$ cat config.mk
export PLATFORM = sky130hd
export DESIGN_NAME = cmg_job_fifo
export DESIGN_NICKNAME = d
export VERILOG_FILES = /design/src/rtl/cosine_match_gallery_update_unit_macros.svh /design/src/rtl/cmg_pkg.sv /design/src/rtl/cmg_job_fifo.sv
export SDC_FILE = /design/constraint.sdc
export NUM_CORES = 1
export LEC_CHECK = 0
export ABC_AREA = 1
export BUFFER_PORTS_ARGS = -buffer_cell sky130_fd_sc_hd__buf_2
export CORE_MARGIN = 2
export CORE_UTILIZATION = 40
export DETAILED_ROUTE_END_ITERATION = 8
export SLEW_MARGIN = 20
export SYNTH_ARGS = -nofsm -noshare
export SYNTH_HDL_FRONTEND = slang
export SYNTH_SLANG_ARGS = --single-unit
$ cat constraint.sdc
create_clock -name clk -period 5.1 [get_ports clk]
set_clock_uncertainty 0.15 [all_clocks]
set_input_delay 1.02 -clock clk [delete_from_list [all_inputs] [get_ports clk]]
set_output_delay 1.02 -clock clk [all_outputs]
set_load 0.02 [all_outputs]
$ cat src/rtl/cosine_match_gallery_update_unit_macros.svh
// Assertion helpers shared by the RTL files.
`ifndef COSINE_MATCH_GALLERY_UPDATE_UNIT_MACROS_SVH
`define COSINE_MATCH_GALLERY_UPDATE_UNIT_MACROS_SVH

`ifndef SYNTH
`define CMG_ASSERT(label, prop, msg) \
    label: assert property (@(posedge clk) disable iff (!rst_n) (prop)) else $error(msg);
`define CMG_ASSERT_IMP(label, ante, cons, msg) \
    label: assert property (@(posedge clk) disable iff (!rst_n) (ante) |-> (cons)) \
        else $error(msg);
`define CMG_ASSERT_NEXT(label, ante, cons, msg) \
    label: assert property (@(posedge clk) disable iff (!rst_n) (ante) |=> (cons)) \
        else $error(msg);
`else
`define CMG_ASSERT(label, prop, msg)
`define CMG_ASSERT_IMP(label, ante, cons, msg)
`define CMG_ASSERT_NEXT(label, ante, cons, msg)
`endif

`endif

$ cat src/rtl/cmg_pkg.sv
`default_nettype none
package cmg_pkg;

    localparam int GALLERY_ENTRIES = 64;
    localparam int VECTOR_LENGTH   = 256;
    localparam int ELEMENT_BITS    = 16;

    localparam int ENTRY_W  = $clog2(GALLERY_ENTRIES);
    localparam int COUNT_W  = $clog2(GALLERY_ENTRIES + 1);
    localparam int ADDR_W   = $clog2(VECTOR_LENGTH);
    localparam int POS_W    = $clog2(VECTOR_LENGTH + 1);
    localparam int GADDR_W  = ENTRY_W + ADDR_W;
    localparam int SQ_W     = 2 * ELEMENT_BITS - 1;
    localparam int PROD_W   = 2 * ELEMENT_BITS;
    localparam int NORM_W   = SQ_W + ADDR_W;
    localparam int ROOT_W   = (NORM_W + 1) / 2;
    localparam int RES_W    = NORM_W + 1;
    localparam int DOT_W    = NORM_W + 1;
    localparam int DEN_W    = 2 * ROOT_W;
    localparam int REM_W    = DEN_W + 1;
    localparam int SIM_W    = 16;
    localparam int Q_W      = SIM_W - 1;
    localparam int DIV_STEPS = Q_W;
    localparam int DIV_CNT_W = $clog2(DIV_STEPS);
    localparam int FIFO_DEPTH = 2;
    localparam int FIFO_PTR_W = $clog2(FIFO_DEPTH);

    localparam logic [SIM_W-1:0] ONE_Q15       = 16'h8000;
    localparam logic [SIM_W-1:0] THRESH_RESET  = 16'h4000;

    typedef enum logic [1:0] {
        ST_OK   = 2'd0,
        ST_ZERO = 2'd1,
        ST_FULL = 2'd2
    } status_t;

    typedef struct packed {
        logic [NORM_W-1:0] norm;
        logic [POS_W-1:0]  len;
    } job_t;

endpackage
`default_nettype wire

$ cat src/rtl/cmg_job_fifo.sv
`default_nettype none
module cmg_job_fifo (
    input  logic          clk,
    input  logic          rst_n,
    input  logic          push,
    input  cmg_pkg::job_t din,
    input  logic          pop,
    output cmg_pkg::job_t dout,
    output logic          empty,
    output logic          full
);
    import cmg_pkg::*;

    job_t                  slots [FIFO_DEPTH];
    logic [FIFO_PTR_W-1:0] wr_ptr_reg;
    logic [FIFO_PTR_W-1:0] rd_ptr_reg;
    logic [FIFO_PTR_W:0]   fill_reg;
    logic                  do_push;
    logic                  do_pop;

    assign empty   = fill_reg == '0;
    assign full    = fill_reg == (FIFO_PTR_W+1)'(FIFO_DEPTH);
    assign do_push = push && !full;
    assign do_pop  = pop && !empty;
    assign dout    = slots[rd_ptr_reg];

    always_ff @(posedge clk)
    begin
        if (do_push)
        begin
            slots[wr_ptr_reg] <= din;
        end
    end

    always_ff @(posedge clk or negedge rst_n)
    begin
        if (!rst_n)
        begin
            wr_ptr_reg <= '0;
            rd_ptr_reg <= '0;
            fill_reg   <= '0;
        end
        else
        begin
            if (do_push)
            begin
                wr_ptr_reg <= (wr_ptr_reg == FIFO_PTR_W'(FIFO_DEPTH - 1)) ? '0
                              : wr_ptr_reg + FIFO_PTR_W'(1);
            end
            if (do_pop)
            begin
                rd_ptr_reg <= (rd_ptr_reg == FIFO_PTR_W'(FIFO_DEPTH - 1)) ? '0
                              : rd_ptr_reg + FIFO_PTR_W'(1);
            end
            if (do_push && !do_pop)
            begin
                fill_reg <= fill_reg + (FIFO_PTR_W+1)'(1);
            end
            else if (do_pop && !do_push)
            begin
                fill_reg <= fill_reg - (FIFO_PTR_W+1)'(1);
            end
        end
    end

endmodule
`default_nettype wire

==> reports/summary.md <==
The flow ran to the end, and the final reports show no timing, DRC or antenna violations. At the end of the flow the core is filled with cells to 49.4%. 0 antenna diodes ended up in the layout. Of the total power, the share spent switching nets is 37.5%. After clock tree synthesis, the setup repair step added 0 buffers. Across the VDD grid, the largest voltage drop is 0.237 mV. After clock tree synthesis, the flow added hold-fix buffers numbering 0. The count of cells in the finished layout, fillers not included, comes to 501. Most frequent cell on the critical path: sky130_fd_sc_hd__nand2_1. The first element of the critical path was rd_ptr_reg$_DFFE_PN0P_.

The floorplan step set the die width to 101 µm. In this run the tool buffered the top-level ports with 101 buffer cells. After clock tree synthesis, the clock-pin slew on the worst setup and hold paths is 90 ps. The minimum clock period after layout was 2960 ps. The overall fraction of global-route tracks in use came out at 13.5%. Largest family of logic cells by synthesized area: simple AND/OR/NAND/NOR gates.

The compound-gate portion of the synthesized area is 0.268%. The post-route cell area is 4530 µm², and the headroom to the max-slew limit is 30.4%. The first detailed-routing pass took 4 iterations.

The fraction of synthesis flops using an asynchronous set or reset pin is 4.00%, and the reported net switching power is 0.00100 W. The depth of the CTS H-tree came out at 3. TritonCTS built the clock tree. Initial cell density of the core: 40.7%. Sequential cells account for 43.9% of the total power. CTS saw 100 sinks. The largest single stage delay on the critical path is 630 ps.

The sum of negative setup slack was 0 ps; the core region area was 9150 µm². The element type at the critical path start was a flip-flop. Critical register-to-register path endpoint: slots[0][41]$_DFFE_PP_. Data required time of the critical path: 3930 ps.

The run gives 35 as the number of rows in the core area. Max-cap violations in this run came to 0. The die boundary height came out at 101 µm. By area the synthesized netlist is led by sky130_fd_sc_hd__edfxtp_1, sky130_fd_sc_hd__nand2_1, sky130_fd_sc_hd__dfrtp_1.

Of the available clock period, the critical path in the final layout requires 58.1%. The logs give 10100 µm² for the area of the die and 0 for the initial antenna violation count. The final-stage net count is 439, and the via count of the first global-routing pass is 2216.

The XOR/XNOR share of the synthesized area is 0.235%, and the transition time at the pin with the least slew margin is 1040 ps. The most critical setup path has its endpoint at dout[32]. The count of pins on the block boundary came out at 102.

In the synthesized netlist the dominant register cell turns out to be sky130_fd_sc_hd__edfxtp_1. The starting DRC count in detailed routing was 91; the number of cells on the worst reg-to-reg path was 5. The run gives 4320 µm² as the cell area reported after detailed placement. After detailed routing, the total wire length is 6610 µm.

The biggest area contributor in the post-synthesis netlist is sky130_fd_sc_hd__edfxtp_1. Using the TritonRoute via totals, the vias-per-cell ratio works out to 4.55. Once detailed placement completed, the half-perimeter wirelength came to 4050 µm.

The critical path class is reg -> out. The register with the most flip-flops in the layout has 96 of them. Setup repair after global routing left no endpoint under its margin. The area share of fa/ha/maj cells after synthesis is 0.336%, and the post-synthesis instance area is 3730 µm². Traced cell by cell, the critical path runs through inv_2 > nand2_1 > nand2_1 > buf_2. The total power divided by cell area was 590 nW/µm².

The average instance in the mapped netlist occupies 13.2 µm². The number of buffers added by the clock tree synthesis step is 9. During synthesis, Yosys emitted a total of 0 warnings.

The count of state elements after synthesis was 100. Dividing the detail-routed wire length by the instance count gives 13.2 µm. The multiplexer share of the synthesized area came out at 0%. Launching point of the worst reg2reg path: fill_reg[1]$_DFFE_PN0P_.

The run gives 0.787 as the placer's final routability congestion estimate. The number of placed instances, taps included, is 486. For the reg-to-reg setup timing slack, the log shows 2970 ps. Counting along the longest clock path gives a buffer depth of 2. After detailed routing, the number of remaining DRC violations is 0. Setup violations remaining at the end of the flow were counted as 0.

The post-route netlist has 31.0% of its cells at a drive strength greater than 1. The root buffer selected by CTS was sky130_fd_sc_hd__clkbuf_8. The arrival time of data at the critical path endpoint came out at 1790 ps. In this run, distinct cell masters in the synthesized netlist total 15.

The analysis attributes to cell leakage a power of 1.97 nW. The synthesized netlist devotes 16.3% of its cell area to simple gates. Counting the fill cells in the layout gives 796. For this design, the slowest cell found on the critical path is sky130_fd_sc_hd__inv_2. The worst hold path belongs to the class in -> async. Of all nets on the critical path, the largest fanout is 49. Timing would allow up to 337 MHz. In this run, synthesis inferred 96 flip-flops with an integrated enable. The clock reaches the later pin of the worst-skew pair after 340 ps. For the final-report hold violation count, the log shows 0. The part of the total power dissipated in combinational logic came out at 36.8%. The clock network burns 19.2% of the power.

Hold timing on the final database bottoms out at a slack of 314 ps. For the number of max-slew violations in the final report, the log shows 0. Entering global routing, the biggest net connects 50 pins.

For this block, the via count after detailed routing is 2282. After technology mapping, the gate count stands at 283. Counting every net in the synthesized netlist gives 336. The first global-routing pass estimated 10300 µm of wire. The tools report the overall overflow remaining after global route as 0. The logs give 80.0% for the proportion of synthesized chip area in sequential cells and 0 for the number of nets with antenna violations after detailed routing.

Type of destination of the critical path: an output pin. Gates resized during post-CTS repair numbered 0. The internal portion of total power came out at 0.00167 W.

The area growth from synthesis to layout is 21.4%. The top cell type's share of synthesized area is 77.3%.
power by group through the flow:
stage | Clock (W) | Combinational, W | Sequential, W
after floorplan | 0 | 0.000696 | 0.00118
after global placement | 0 | 0.000997 | 0.00119
after detailed placement | 0 | 0.00101 | 0.00119
after CTS | 0.000529 | 0.00101 | 0.00117
after global routing | 0.000567 | 0.00109 | 0.00119
final | 0.000513 | 0.000983 | 0.00117
area by class of cell:
type,instances,area (µm²),share of cell area (%)
Sequential cell,100,2980,65.9
Multi-Input combinational cell,164,647,14.3
Timing Repair Buffer,103,520,11.5
Tap cell,111,139,3.07
Clock buffer,10,128,2.82
Clock inverter,5,77.6,1.71
Inverter,8,30.0,0.664
routing by layer:
layer / part of all wire, % / routed length [µm] / global-route usage, % / up-vias
met2: 48 / 3190 / 22.0 / 83
met5: 0 / 0 / 0 / -
li1: - / - / - / 1149
met4: 2.4 / 156 / 6.74 / 0
met1: 42 / 2780 / 16.7 / 1035
met3: 7.4 / 487 / 3.47 / 15
logic make-up after synthesis:
logic type,after synthesis
simple gates,160
xor+xnor,1
fa+ha+maj,1
compound gates,2
buf+inv,19
flops,100
layout by cell type (no fill, tap or decap):
| master | netlist | layout |
|---|---|---|
| sky130_fd_sc_hd__nand3_1 | 1 | 1 |
| sky130_fd_sc_hd__nand4_1 | 1 | 1 |
| sky130_fd_sc_hd__ha_1 | 1 | 1 |
| sky130_fd_sc_hd__clkbuf_1 | 0 | 1 |
| sky130_fd_sc_hd__inv_2 | 1 | 2 |
| sky130_fd_sc_hd__dfrtp_1 | 4 | 3 |
| sky130_fd_sc_hd__o21ai_0 | 2 | 2 |
| sky130_fd_sc_hd__clkinv_2 | 0 | 2 |
| sky130_fd_sc_hd__clkinvlp_4 | 0 | 1 |
| sky130_fd_sc_hd__buf_2 | 7 | 101 |
| sky130_fd_sc_hd__inv_1 | 7 | 6 |
| sky130_fd_sc_hd__buf_4 | 1 | 2 |
| sky130_fd_sc_hd__xnor2_1 | 1 | 1 |
| sky130_fd_sc_hd__nand2_1 | 153 | 153 |
| sky130_fd_sc_hd__nor2_1 | 4 | 3 |
| sky130_fd_sc_hd__dfrtp_2 | 0 | 1 |
| sky130_fd_sc_hd__clkbuf_8 | 0 | 9 |
| sky130_fd_sc_hd__bufinv_16 | 0 | 2 |
| sky130_fd_sc_hd__edfxtp_1 | 96 | 96 |
| sky130_fd_sc_hd__nor2_4 | 0 | 1 |
| sky130_fd_sc_hd__nand3b_1 | 1 | 1 |
stage by stage:
step	total power (W)	setup slack [ps]
after floorplan	0.00188	1360
after global placement	0.00218	2390
after detailed placement	0.00220	2370
after CTS	0.00271	2080
after global routing	0.00285	1950
final	0.00267	2140
worst min path at each step:
stage,from,slack (ps),to
2_1_floorplan,wr_ptr_reg$_DFFE_PN0P_,300,wr_ptr_reg$_DFFE_PN0P_
3_3_place_gp,wr_ptr_reg$_DFFE_PN0P_,310,wr_ptr_reg$_DFFE_PN0P_
3_5_place_dp,wr_ptr_reg$_DFFE_PN0P_,350,wr_ptr_reg$_DFFE_PN0P_
4_1_cts,rst_n,290,wr_ptr_reg$_DFFE_PN0P_
5_1_grt,rst_n,300,wr_ptr_reg$_DFFE_PN0P_
6_report,rst_n,310,fill_reg[1]$_DFFE_PN0P_
Yosys cell counts, types with 2 or more instances:
cell type                    n
sky130_fd_sc_hd__buf_2       7
sky130_fd_sc_hd__edfxtp_1   96
sky130_fd_sc_hd__nand2_1   153
sky130_fd_sc_hd__o21ai_0     2
sky130_fd_sc_hd__dfrtp_1     4
sky130_fd_sc_hd__inv_1       7
sky130_fd_sc_hd__nor2_1      4
sky130_fd_sc_hd__buf_6       3
worst max-delay path: cells and delay by family, from the launching register on:
| kind | cells | cell delay [ps] |
|---|---|---|
| buffers and inverters | 2 | 800 |
| flip-flops | 1 | 410 |
| AND/OR/NAND/NOR | 2 | 240 |
Power figures use the tool's default switching activity.
